File: src/flash_erase_range_planner_defines.svh
// Assertion macros used by the planner core (fer_core).
// Each macro expects signals named clock and reset in the scope where it is used.
`ifndef FLASH_ERASE_RANGE_PLANNER_DEFINES_SVH
`define FLASH_ERASE_RANGE_PLANNER_DEFINES_SVH

// Same-cycle implication, checked outside reset
`define FER_ASSERT_IMPLIES(lbl, ante, cons, msg) \
   lbl: assert property (@(posedge clock) disable iff (reset) (ante) |-> (cons)) \
      else $error(msg);

// Next-cycle implication, checked outside reset
`define FER_ASSERT_NEXT(lbl, ante, cons, msg) \
   lbl: assert property (@(posedge clock) disable iff (reset) (ante) |=> (cons)) \
      else $error(msg);

`endif

File: src/fer_pkg.sv
package fer_pkg;

   // fixed field widths of the request and response words
   localparam int ADDR_W = 24;
   localparam int LEN_W  = 25;

   // request function codes
   localparam logic FUNC_START = 1'b0;
   localparam logic FUNC_DONE  = 1'b1;

   // erase opcodes
   localparam logic [7:0] OP_NONE   = 8'h00;
   localparam logic [7:0] OP_SECTOR = 8'h20;
   localparam logic [7:0] OP_BLOCK  = 8'hD8;

   // response status codes
   localparam logic [2:0] ST_ISSUED     = 3'd0;
   localparam logic [2:0] ST_DONE       = 3'd1;
   localparam logic [2:0] ST_MISALIGNED = 3'd2;
   localparam logic [2:0] ST_ABORTED    = 3'd3;
   localparam logic [2:0] ST_REJECTED   = 3'd4;

   typedef struct packed {
      logic              func;
      logic [ADDR_W-1:0] start_address;
      logic [LEN_W-1:0]  length;
      logic              failed;
   } fer_req_type;

   typedef struct packed {
      logic [2:0]        status;
      logic [7:0]        opcode;
      logic [ADDR_W-1:0] command_address;
      logic              last;
   } fer_rsp_type;

endpackage

File: src/flash_erase_range_planner.sv
// channel   direction  handshake             payload
// req       in         req_valid/req_stall   func, start_address, length, failed
// rsp       out        rsp_valid/rsp_stall   status, opcode, command_address, last
//
// One word per cycle sustained while rsp_stall is low; each request word gives one
// response word (input register, then decode into the result register).
// The planner state is updated as a word enters the result register, so the next
// word sees it at once.
// Reset is synchronous and active high; it clears the state to idle.
// rsp_stall holds a full result register and, once the input register is full too, req.
module flash_erase_range_planner import fer_pkg::*; #(
   parameter int SECTOR_BYTES = 4096,
   parameter int BLOCK_BYTES  = 65536,
   parameter int ADDR_BITS    = 24
) (
   input  logic              clock,
   input  logic              reset,
   input  logic              req_valid,
   output logic              req_stall,
   input  logic              req_func,
   input  logic [ADDR_W-1:0] req_start_address,
   input  logic [LEN_W-1:0]  req_length,
   input  logic              req_failed,
   output logic              rsp_valid,
   input  logic              rsp_stall,
   output logic [2:0]        rsp_status,
   output logic [7:0]        rsp_opcode,
   output logic [ADDR_W-1:0] rsp_command_address,
   output logic              rsp_last
);

   fer_req_type req_word, stage_word;
   fer_rsp_type res_word, rsp_word;
   logic        stage_valid, stage_take, out_ready;

   always_comb begin
      req_word.func          = req_func;
      req_word.start_address = req_start_address;
      req_word.length        = req_length;
      req_word.failed        = req_failed;
   end

   fer_in_reg u_in_reg (
      .clock       (clock),
      .reset       (reset),
      .req_valid   (req_valid),
      .req_stall   (req_stall),
      .req_word    (req_word),
      .stage_valid (stage_valid),
      .stage_word  (stage_word),
      .stage_take  (stage_take)
   );

   fer_core #(
      .SECTOR_BYTES (SECTOR_BYTES),
      .BLOCK_BYTES  (BLOCK_BYTES),
      .ADDR_BITS    (ADDR_BITS)
   ) u_core (
      .clock       (clock),
      .reset       (reset),
      .stage_valid (stage_valid),
      .stage_word  (stage_word),
      .out_ready   (out_ready),
      .stage_take  (stage_take),
      .res_word    (res_word)
   );

   fer_out_reg u_out_reg (
      .clock     (clock),
      .reset     (reset),
      .res_valid (stage_valid),
      .res_word  (res_word),
      .out_ready (out_ready),
      .rsp_valid (rsp_valid),
      .rsp_stall (rsp_stall),
      .rsp_word  (rsp_word)
   );

   assign rsp_status          = rsp_word.status;
   assign rsp_opcode          = rsp_word.opcode;
   assign rsp_command_address = rsp_word.command_address;
   assign rsp_last            = rsp_word.last;

endmodule

File: src/fer_in_reg.sv
module fer_in_reg import fer_pkg::*; (
   input  logic        clock,
   input  logic        reset,
   input  logic        req_valid,
   output logic        req_stall,
   input  fer_req_type req_word,
   output logic        stage_valid,
   output fer_req_type stage_word,
   input  logic        stage_take
);

   logic        valid_ff, valid_in;
   fer_req_type word_ff;
   logic        load;

   // hold a word until the core consumes it
   assign req_stall = valid_ff && !stage_take;
   assign load      = req_valid && !req_stall;

   always_comb begin
      if (load) begin
         valid_in = 1'b1;
      end else if (stage_take) begin
         valid_in = 1'b0;
      end else begin
         valid_in = valid_ff;
      end
   end

   always_ff @(posedge clock) begin
      if (reset) begin
         valid_ff <= 1'b0;
      end else begin
         valid_ff <= valid_in;
      end
   end

   // payload, no reset
   always_ff @(posedge clock) begin
      if (load) begin
         word_ff <= req_word;
      end
   end

   assign stage_valid = valid_ff;
   assign stage_word  = word_ff;

endmodule

File: src/fer_core.sv
`include "flash_erase_range_planner_defines.svh"

module fer_core import fer_pkg::*; #(
   parameter int SECTOR_BYTES = 4096,
   parameter int BLOCK_BYTES  = 65536,
   parameter int ADDR_BITS    = 24
) (
   input  logic        clock,
   input  logic        reset,
   input  logic        stage_valid,
   input  fer_req_type stage_word,
   input  logic        out_ready,
   output logic        stage_take,
   output fer_rsp_type res_word
);

   // internal width covers start + length and one block past the top
   localparam int AW = (ADDR_BITS > ADDR_W) ? ADDR_BITS : ADDR_W;
   localparam int NW = AW + 2;

   localparam logic [NW-1:0] SEC_W    = NW'(SECTOR_BYTES);
   localparam logic [NW-1:0] BLK_W    = NW'(BLOCK_BYTES);
   localparam logic [NW-1:0] SEC_MASK = SEC_W - NW'(1);
   localparam logic [NW-1:0] BLK_MASK = BLK_W - NW'(1);
   localparam logic [NW-1:0] TOP_W    = (NW'(1) << ADDR_BITS) - NW'(1);

   logic                 active_ff, active_in;
   logic [NW-1:0]        next_address_ff, next_address_in;
   logic [ADDR_BITS-1:0] final_sector_ff, final_sector_in;

   logic [NW-1:0] start_w, len_w, end_w, clip_w, fs_start;
   logic [NW-1:0] a_w, fs_w, nxt_w;
   logic          misaligned, is_start, blk, last_cmd;
   fer_rsp_type   issue_word;

   assign stage_take = stage_valid && out_ready;
   assign is_start   = (stage_word.func == FUNC_START);

   // range of a new request: last sector start, clipped to the address space
   assign start_w    = NW'(stage_word.start_address) & TOP_W;
   assign len_w      = NW'(stage_word.length);
   assign end_w      = start_w + len_w - NW'(1);
   assign clip_w     = (end_w > TOP_W) ? TOP_W : end_w;
   assign fs_start   = clip_w & ~SEC_MASK;
   assign misaligned = (start_w & SEC_MASK) != NW'(0);

   // command selection at the current address
   assign a_w      = is_start ? start_w : next_address_ff;
   assign fs_w     = is_start ? fs_start : NW'(final_sector_ff);
   assign blk      = ((a_w & BLK_MASK) == NW'(0)) && (fs_w >= a_w) &&
                     ((fs_w - a_w) >= BLK_W);
   assign nxt_w    = a_w + (blk ? BLK_W : SEC_W);
   assign last_cmd = nxt_w > fs_w;

   always_comb begin
      issue_word.status          = ST_ISSUED;
      issue_word.opcode          = blk ? OP_BLOCK : OP_SECTOR;
      issue_word.command_address = a_w[ADDR_W-1:0];
      issue_word.last            = last_cmd;
   end

   // event decode and next state
   always_comb begin
      res_word        = '0;
      res_word.status = ST_REJECTED;
      res_word.opcode = OP_NONE;
      active_in       = active_ff;
      next_address_in = next_address_ff;
      final_sector_in = final_sector_ff;
      if (is_start) begin
         if (active_ff) begin
            res_word.status = ST_REJECTED;
         end else if (misaligned) begin
            res_word.status = ST_MISALIGNED;
         end else if (stage_word.length == '0) begin
            res_word.status = ST_DONE;
         end else begin
            res_word        = issue_word;
            active_in       = 1'b1;
            next_address_in = nxt_w;
            final_sector_in = fs_start[ADDR_BITS-1:0];
         end
      end else begin
         if (!active_ff) begin
            res_word.status = ST_REJECTED;
         end else if (stage_word.failed) begin
            res_word.status = ST_ABORTED;
            active_in       = 1'b0;
         end else if (next_address_ff > NW'(final_sector_ff)) begin
            res_word.status = ST_DONE;
            active_in       = 1'b0;
         end else begin
            res_word        = issue_word;
            next_address_in = nxt_w;
         end
      end
   end

   // planner state advances only when the word moves to the result register
   always_ff @(posedge clock) begin
      if (reset) begin
         active_ff       <= 1'b0;
         next_address_ff <= '0;
         final_sector_ff <= '0;
      end else if (stage_take) begin
         active_ff       <= active_in;
         next_address_ff <= next_address_in;
         final_sector_ff <= final_sector_in;
      end
   end

   `FER_ASSERT_NEXT(issue_advances_a, stage_take && res_word.status == ST_ISSUED, active_ff && (next_address_ff > $past(a_w)), "issued command did not advance the plan")
   `FER_ASSERT_NEXT(end_goes_idle_a, stage_take && (res_word.status == ST_ABORTED || res_word.status == ST_DONE), !active_ff, "planner still active after finish or abort")
   `FER_ASSERT_NEXT(reject_keeps_a, stage_take && res_word.status == ST_REJECTED, $stable(active_ff) && $stable(next_address_ff) && $stable(final_sector_ff), "rejected word changed planner state")

endmodule

File: src/fer_out_reg.sv
module fer_out_reg import fer_pkg::*; (
   input  logic        clock,
   input  logic        reset,
   input  logic        res_valid,
   input  fer_rsp_type res_word,
   output logic        out_ready,
   output logic        rsp_valid,
   input  logic        rsp_stall,
   output fer_rsp_type rsp_word
);

   logic        valid_ff, valid_in;
   fer_rsp_type word_ff;
   logic        load;

   // room when empty or when the held word leaves this cycle
   assign out_ready = !valid_ff || !rsp_stall;
   assign load      = res_valid && out_ready;

   always_comb begin
      if (load) begin
         valid_in = 1'b1;
      end else if (!rsp_stall) begin
         valid_in = 1'b0;
      end else begin
         valid_in = valid_ff;
      end
   end

   always_ff @(posedge clock) begin
      if (reset) begin
         valid_ff <= 1'b0;
      end else begin
         valid_ff <= valid_in;
      end
   end

   always_ff @(posedge clock) begin
      if (load) begin
         word_ff <= res_word;
      end
   end

   assign rsp_valid = valid_ff;
   assign rsp_word  = word_ff;

endmodule

File: config.mk
export PLATFORM = sky130hd
export DESIGN_NAME = flash_erase_range_planner
export DESIGN_NICKNAME = d
export VERILOG_FILES = /design/src/fer_pkg.sv /design/src/flash_erase_range_planner.sv /design/src/fer_in_reg.sv /design/src/fer_core.sv /design/src/fer_out_reg.sv
export VERILOG_INCLUDE_DIRS = /design/src /design/src/src
export SDC_FILE = /design/constraint.sdc
export NUM_CORES = 1
export LEC_CHECK = 0
export BUFFER_PORTS_ARGS = -buffer_cell sky130_fd_sc_hd__buf_2
export CORE_ASPECT_RATIO = 0.9
export CORE_MARGIN = 5
export CORE_UTILIZATION = 38
export CTS_CLUSTER_SIZE = 20
export DETAILED_ROUTE_END_ITERATION = 7
export GPL_ROUTABILITY_DRIVEN = 0
export PLACE_DENSITY = 0.69
export SLEW_MARGIN = 20
export SYNTH_ARGS = -nofsm -noshare
export SYNTH_HDL_FRONTEND = slang
export SYNTH_HIERARCHICAL = 1
export SYNTH_SLANG_ARGS = --single-unit
File: constraint.sdc
create_clock -name clock -period 7.5 [get_ports clock]
set_clock_uncertainty 0.2 [all_clocks]
set_input_delay 1.5 -clock clock [delete_from_list [all_inputs] [get_ports clock]]
set_output_delay 1.5 -clock clock [all_outputs]
set_load 0.02 [all_outputs]
After elaboration in Yosys (flattened, before gate mapping)

Cells that the tools add are included.
Widths: inputs -> output; s select.

Flip-flop bits (word level): 128
Bits of input ports: 55
Word-level logic and storage cells: 85

Muxes and demuxes: 36
Order comparisons: 5
Eq/ne operators: 7
Bitwise logic cells: 4
Reduce and logical (&&, ||, !) cells: 16
$add $sub $neg: 4

Operator list:

| operator              | count |
|---|---|
| $mux 26               | 10 |
| $mux 33               | 6 |
| $mux 36               | 1 |
| $add 24x25->26        | 1 |
| $add 26x26->26        | 1 |
| $ge 26x17->1 const B  | 1 |
| $ge 26x26->1          | 1 |
| $gt 26x24->1          | 1 |
| $gt 26x24->1 const B  | 1 |
| $gt 26x26->1          | 1 |
| $logic_not 26->1      | 1 |
| $reduce_bool 26->1    | 1 |
| $sub 26x1->26 const B | 1 |
| $sub 26x26->26        | 1 |
| $logic_not 25->1      | 1 |
| $mux 17               | 1 |
| $mux 1                | 13 |
| $mux 3                | 4 |
| $ne 2x2->1 const B    | 5 |
| $mux 8                | 1 |
| $reduce_and 7->1      | 1 |
| $logic_and 1x1->1     | 5 |
| $reduce_and 5->1      | 1 |
| $logic_not 1->1       | 4 |
| 4 further kinds       | 8 |

Depth between registers and ports, before layout

Gate-level depths: netlist of run 1.

Depth after elaboration: 15
Mapped depth: 38

By module

Netlist of run 1, hierarchy kept.

Modules (own cells, without submodules):

| module      | area an instance (sq um) | cells an instance | times used |
|---|---|---|---|
| fer_core    | 5728.0                   | 769               | 1 |
| fer_in_reg  | 1581.5                   | 55                | 1 |
| fer_out_reg | 1119.8                   | 41                | 1 |

Worst setup path before layout of run 1

OpenSTA, ideal clock, no wires.

Path type: register to register
Start point: register u_in_reg.word_ff, in the netlist u_in_reg/stage_word[13]
End point: register u_out_reg.word_ff, in the netlist u_out_reg/rsp_word[0] (data pin)
Clock period less this slack: 7.567 ns
Stages on the path, launching flop included: 36
Setup slack: -0.067 ns
Required time: 7.039 ns
Arrival: 7.106 ns
Path buffers: 1
Cells stage by stage: edfxtp_1 > inv_1 > ha_1 > inv_1 > ha_1 > and3_4 > and3_4 > a221o_1 > o21ai_4 > a21oi_2 > nor4b_2 > mux2i_2 > o31a_1 > ha_1 > o21a_1 > or2_0 > clkbuf_1 > a32o_1 > a311oi_1 > mux2_2 > a22oi_1 > nand4b_1 > and3_1 > ha_1 > a41o_1 > and2_1 > xnor2_1 > ha_1 > a21o_1 > a21o_1 > a21o_1 > a21o_1 > a21oi_1 > nor2b_1 > o21ai_0 > a21oi_1

RTL lines:

| element                | RTL line          | RTL |
|---|---|---|
| start, declared        | fer_in_reg.sv:13  | `fer_req_type word_ff;` |
| start signal, assigned | fer_in_reg.sv:41  | `word_ff <= req_word;` |
| end signal, assigned   | fer_out_reg.sv:40 | `word_ff <= res_word;` |
| end, declared          | fer_out_reg.sv:13 | `fer_rsp_type word_ff;` |

==> flow_summary.toml, run 1 <==
[global_routing]
grt_start_max_net_pins = 52
first_global_vias = 6673
grt.total_usage_pct = 17.3
antenna_found_initial = 0
grt_pass1_wl_um = 34600
overflow = 0

[worst_hold_path]
hp-class = "register to register"

[sta]
drv_slew = 0
slew_headroom_pct = 31.4
post-route-min-period_ps = 7700
finalHoldViolations = 0
setup_viol_count_final = 1
fmax_mhz = 130
finalCritPeriodShare_pct = 103
worst_pin_slew_ps = 1000
rsz0062_at_grt = "true"
setup_ws_ps = -204

[floorplanning]
core.rowCount = 51
die_area_mm2 = 0.0253
start_util_pct = 38.7
ios = 93
fp.dieW_um = 167
core-area_mm2 = 0.0218
die_height_um = 151

[setup_path]
cp_slowest_cell = "edfxtp_1"
reg2reg_slack_ps = -200
reg2reg_from = "u_in_reg/stage_word[2]"
rr_endpoint = "u_out_reg/rsp_word[0]"
crit_path_max_incr_delay_ps = 390
start_kind = "register"
worstPathArrival_ps = 7680
path_common_cell = "a21o_1"
cp-end-kind = "register"
required_ps = 7480
endpoint = "u_out_reg/rsp_word[0]"
crit_start = "u_in_reg/stage_word[2]"
rr_worst_depth = 37
crit_fanout = 4
critical_path_class = "register to register"

[drt]
wl_per_cell_um = 15.9
drt_iter0_drc = 612
post_drt_via_cell_ratio = 5.12
vias = 6938
drtAntennaViolNets = 0
first_pass_iters = 6
route.detailed.drc = 0
routed_wirelength_um = 21500

[clock_tree]
cts_buffers = 17
clockBufferDepth = 2
ctsHoldBuffers = 0
clk_pin_slew_ps = 70
clkSinkCount = 128
htreeDepth = 4
clk_latency_ps = 420
tritoncts = "done"
cts_root_buffer = "clkbuf_16"

[synthesis]
synthSimpleGateAreaFrac_pct = 15.6
netlist_area_mm2 = 0.00843
synth_edf_count = 87
synth-compound-area-share_pct = 17.2
yosys.area.top_type = "edfxtp_1"
synth_top_family_by_area = "compound AO/OA/AOI/OAI gates"
synthArstFlopShare_pct = 0
avgSynthCellArea_um2 = 9.74
synthXorXnorAreaFrac_pct = 2.18
synth.distinct_cells = 85
synth_area_leaders = "edfxtp_1 (31%), ha_1 (14%), dfxtp_1 (9.7%)"
synth_flop_cell = "edfxtp_1"
synth.most_common_cell = "inv_1"
ys_top_cells_by_count = "inv_1 (126), ha_1 (92), edfxtp_1 (87), nand2_1 (59), nor2_1 (50)"
yosysTopAreaCellShare_pct = 31.0
yosys_register_bits = 128
ys_warn_count = 6
synthMuxAreaShare_pct = 2.85
netlist_instances = 865
synthAdderAreaFrac_pct = 13.9
yosysSeqAreaShare_pct = 40.7

[layout]
layout.nets = 1200
diodes = 0
final_area_mm2 = 0.0106
drive_gt1_share_pct = 26.5
fin_cells = 1356
syn2layout_area_growth_pct = 26.2

[status]
status = "complete, but fails checks"
violations = "negative setup slack"

[placed_design]
post-dp-hpwl_um = 16400
dp.cells = 1313
postPlaceCellArea_mm2 = 0.00982
port_buffers = 92

[pwr]
ir_drop_mv = 0.169
power.leakage_nw = 4.81
power.density_mw_per_mm2 = 210
p_total_w = 0.00224

[job]
drv_cap = 0
## worst max-delay path, delay by kind of cell, from the launching register on
family | cells | cell delay (ps)
adder cells (fa/ha/maj) | 6 | 1570
XOR/XNOR | 1 | 140
multiplexers | 2 | 500
AND/OR/NAND/NOR | 7 | 1180
flip-flops | 1 | 390
buffers and inverters | 4 | 320
AO/OA/AOI/OAI | 17 | 3140
## layout make-up
cell class | instances | area [µm²]
clock buffer | 17 | 425
clock inverter | 15 | 164
fill | 1979 | 11100
inverter | 126 | 473
multi-input combinational | 588 | 4560
sequential | 128 | 3430
tap | 291 | 364
timing repair buffer | 191 | 1220
## layout by cell type (no fill, tap or decap), types with 6 or more instances in the layout
master,n
nand2_1,59
ha_1,87
o21ai_0,26
mux2i_1,20
and3_1,7
a21oi_1,28
nor2_1,50
o21a_1,17
a21o_1,25
nor4_1,16
a211oi_1,7
a22o_1,6
nand4_1,12
xnor2_1,14
nand3_1,14
buf_4,98
and2_1,29
clkbuf_16,17
nor3_1,18
edfxtp_1,87
buf_2,92
conb_1,7
inv_1,125
a22oi_1,6
dfxtp_1,41
inv_6,6
## registers in the layout, indices dropped and copies added, names as in the netlist
signal / count
u_core/active_ff: 1
u_out_reg/rsp_valid: 1
u_in_reg/stage_word: 51
u_out_reg/rsp_word: 36
u_core/final_sector_ff: 12
u_in_reg/stage_valid: 1
u_core/next_address_ff: 26
## worst min path at each step
stage	endpoint	cells past startpoint	from	slack [ps]
2_1_floorplan	u_core/next_address_ff[0]	1	u_core/next_address_ff[0]	240
3_3_place_gp	u_core/next_address_ff[8]	1	u_core/next_address_ff[8]	260
3_5_place_dp	u_core/next_address_ff[1]	1	u_core/next_address_ff[1]	270
4_1_cts	u_core/next_address_ff[2]	1	u_core/next_address_ff[2]	280
5_1_grt	u_core/next_address_ff[2]	1	u_core/next_address_ff[2]	300
6_report	u_core/next_address_ff[8]	1	u_core/next_address_ff[8]	280
## metrics by stage
stage / TNS, ps / hold WS [ps] / utilization, % / worst slack (ps)
after floorplan: 0 / 244 / - / 1.65
after global placement: -229 / 261 / 45.1 / -229
after detailed placement: -455 / 265 / 45.1 / -455
after CTS: -217 / 282 / 48.4 / -217
after global routing: -612 / 296 / 48.9 / -612
final: -204 / 281 / 48.9 / -204
## power by group
group	switching, W	internal [W]	leakage (nW)
sequential	0.0000158	0.000788	1.15
combinational	0.000322	0.000279	3.37
clock	0.000357	0.000474	0.289
total	0.000695	0.00154	4.81
## what timing repair did
action | CTS | global route
setup endpoints to repair | 1 | 1
pin swaps | 16 | 18
setup buffers | 5 | 6
cloned | 0 | 1
resized for setup | 16 | 13
## layer usage
metal  wire, µm  share of wire (%)  track usage (%)  vias up
met5          0                  0                0        -
met4        325                1.5             5.19        0
met3       1240                5.8             3.76       22
met2       9760                 45             27.6      204
met1      10200                 47             23.7     3217
li1           -                  -                -     3495
## kinds of logic after synthesis
logic type	after synthesis
and+or+nand+nor	251
xor gates and xnor gates	21
DFF	128
adders and majority gates	93
muxes	23
buffers and inverters	155
AOI/OAI and AO/OA	192
other	2
Note: power is estimated with default switching activity, not from simulation.
==> inputs of run 2 (changes only) <==
- CTS_BUF_LIST: default -> sky130_fd_sc_hd__clkbuf_2 sky130_fd_sc_hd__clkbuf_4 sky130_fd_sc_hd__clkbuf_8
==> run 2 against run 1 <==
  * The run still ends with negative setup slack left
  * Setup slack worse by 83 ps
  * Utilization decreased by 0.77 points
  * Register-to-register slack worse by 80 ps
  * Flip-flop and latch count is the same
  * Critical path type unchanged
  * Clock power decreased by 27%
  * Global-route usage down 0.20 points
  * Final cell count hardly changed
  * Sequential power about the same
  * First-iteration DRC count down 6.9%
  * Hold slack better by 5.8 ps
  * Design area shrank 1.6%
  * Critical path depth stayed put
==> flow_summary.toml, run 2 (synthesized netlist as in run 1, its figures left out) <==
[layout]
n_fill_cell = 2004
regArea_mm2 = 0.00343
diodes = 0
final_cell_mix = "inv_1 (125), buf_4 (99), buf_2 (92)"
layout.nets = 1201
multi_input_area_mm2 = 0.00458
largest_reg_flops = 51
syn2layout_area_growth_pct = 24.2
mostFrequentLayoutCell = "inv_1"
drive_gt1_share_pct = 26.6

[setup_path]
path_common_cell = "a21o_1"
cp_slowest_cell = "edfxtp_1"
reg2reg_slack_ps = -290
critical_path_class = "register to register"
start_kind = "register"
reg2reg_from = "u_in_reg/stage_word[2]"
crit_fanout = 4
worstPathArrival_ps = 7810
cp-end-kind = "register"
crit_path_max_incr_delay_ps = 400
required_ps = 7520
crit_start = "u_in_reg/stage_word[2]"

[global_routing]
grt.total_usage_pct = 17.1
overflow = 0
first_global_vias = 6683
grt_start_max_net_pins = 52
grt_pass1_wl_um = 34300
antenna_found_initial = 0

[clock_tree]
ctsHoldBuffers = 0
tritoncts = "done"
clockBufferDepth = 2
clkSinkCount = 128
cts_buffers = 17
clk_latency_ps = 450
clk_pin_slew_ps = 90
htreeDepth = 4
cts_root_buffer = "clkbuf_8"

[sta]
whs_ps = 287
fmax_mhz = 128
post-route-min-period_ps = 7790
rsz0062_at_grt = "true"
drv_slew = 0
slew_headroom_pct = 32.4
setup_viol_count_final = 1
finalCritPeriodShare_pct = 104
worst_pin_slew_ps = 986
finalHoldViolations = 0
setup_ws_ps = -287

[pwr]
power_frac_seq_pct = 39.8
power.density_mw_per_mm2 = 193
ir_drop_mv = 0.106
switching_power_w = 0.000668
p_total_w = 0.00202
pwr-share-comb_pct = 30.0
switching_share_pct = 33.1
intPower_w = 0.00135
pwr-share-clk_pct = 30.2
power.leakage_nw = 4.73

[drt]
post_drt_via_cell_ratio = 5.14
drtAntennaViolNets = 0
vias = 6980
first_pass_iters = 5
routed_wirelength_um = 21500
route.detailed.drc = 0
drt_iter0_drc = 570
wl_per_cell_um = 15.9

[placed_design]
port_buffers = 92
post-dp-hpwl_um = 16400

[floorplanning]
die_height_um = 151
core-area_mm2 = 0.0218
core.rowCount = 51
ios = 93
die_area_mm2 = 0.0253
fp.dieW_um = 167
start_util_pct = 38.7

[status]
status = "complete, but fails checks"
violations = "negative setup slack"

[worst_hold_path]
hp-class = "register to register"
hp-start = "u_core/next_address_ff[8]"

[job]
drv_cap = 0
## run 2: cell count changes in the layout (fill, tap and decap cells not counted), sizes merged
cell | previous run | this run
buf | 191 | 192
## run 2: power by group through the flow
stage               combinational [W]  clock, W  sequential (W)
finish                       0.000604  0.000608        0.000803
global route                 0.000665  0.000657        0.000807
CTS                          0.000580  0.000624        0.000804
detailed placement           0.000560         0        0.000819
global placement             0.000555         0        0.000819
floorplan                    0.000347         0        0.000830
## run 2: routing by layer
metal / share of wire [%] / vias up / track usage (%)
met1: 46 / 3248 / 23.5
li1: - / 3495 / -
met3: 6.9 / 26 / 3.39
met2: 45 / 211 / 27.0
met4: 2.0 / 0 / 5.97
met5: 0 / - / 0
## run 2: critical path: cells and delay by family, from the launching register on
kind / cells / cell delay [ps]
AO/OA/AOI/OAI: 17 / 3130
XOR/XNOR: 1 / 140
multiplexers: 2 / 500
adder cells (fa/ha/maj): 6 / 1640
buffers and inverters: 4 / 330
AND/OR/NAND/NOR: 7 / 1230
flip-flops: 1 / 400
## run 2: worst paths after layout
check | end | cells past startpoint
worst max-delay path | u_out_reg/rsp_word[0] | 37
worst min-delay path | u_core/next_address_ff[8] | 1
worst max register to register | u_out_reg/rsp_word[0] | 37
worst min register to register | u_core/next_address_ff[8] | 1
## run 2: through the flow
stage / util (%) / TNS, ps / setup slack (ps) / cells / area (µm²)
after floorplan: - / 0 / 1.65 / 870 / 8460
after global placement: 45.1 / -229 / -229 / 1313 / 9820
final: 48.1 / -287 / -287 / 1357 / 10500
after detailed placement: 45.1 / -455 / -455 / 1313 / 9820
after CTS: 47.5 / -213 / -213 / 1350 / 10300
after global routing: 48.1 / -666 / -666 / 1357 / 10500
## run 2: cell type report
type | count | area share (%)
multi-input cells | 588 | 43.7
flip-flops and latches | 128 | 32.8
repair buffers | 192 | 11.7
inverters | 126 | 4.52
well taps | 291 | 3.48
clock buffers | 17 | 2.24
clock inverters | 15 | 1.57
## run 2: repair_timing
action                                  CTS  global route
gates resized for setup                  16            15
endpoints found under the setup margin    1             1
buffers inserted                          5             7
cloned                                    0             1
hold endpoints to repair                  0             0
pin swaps                                16            25
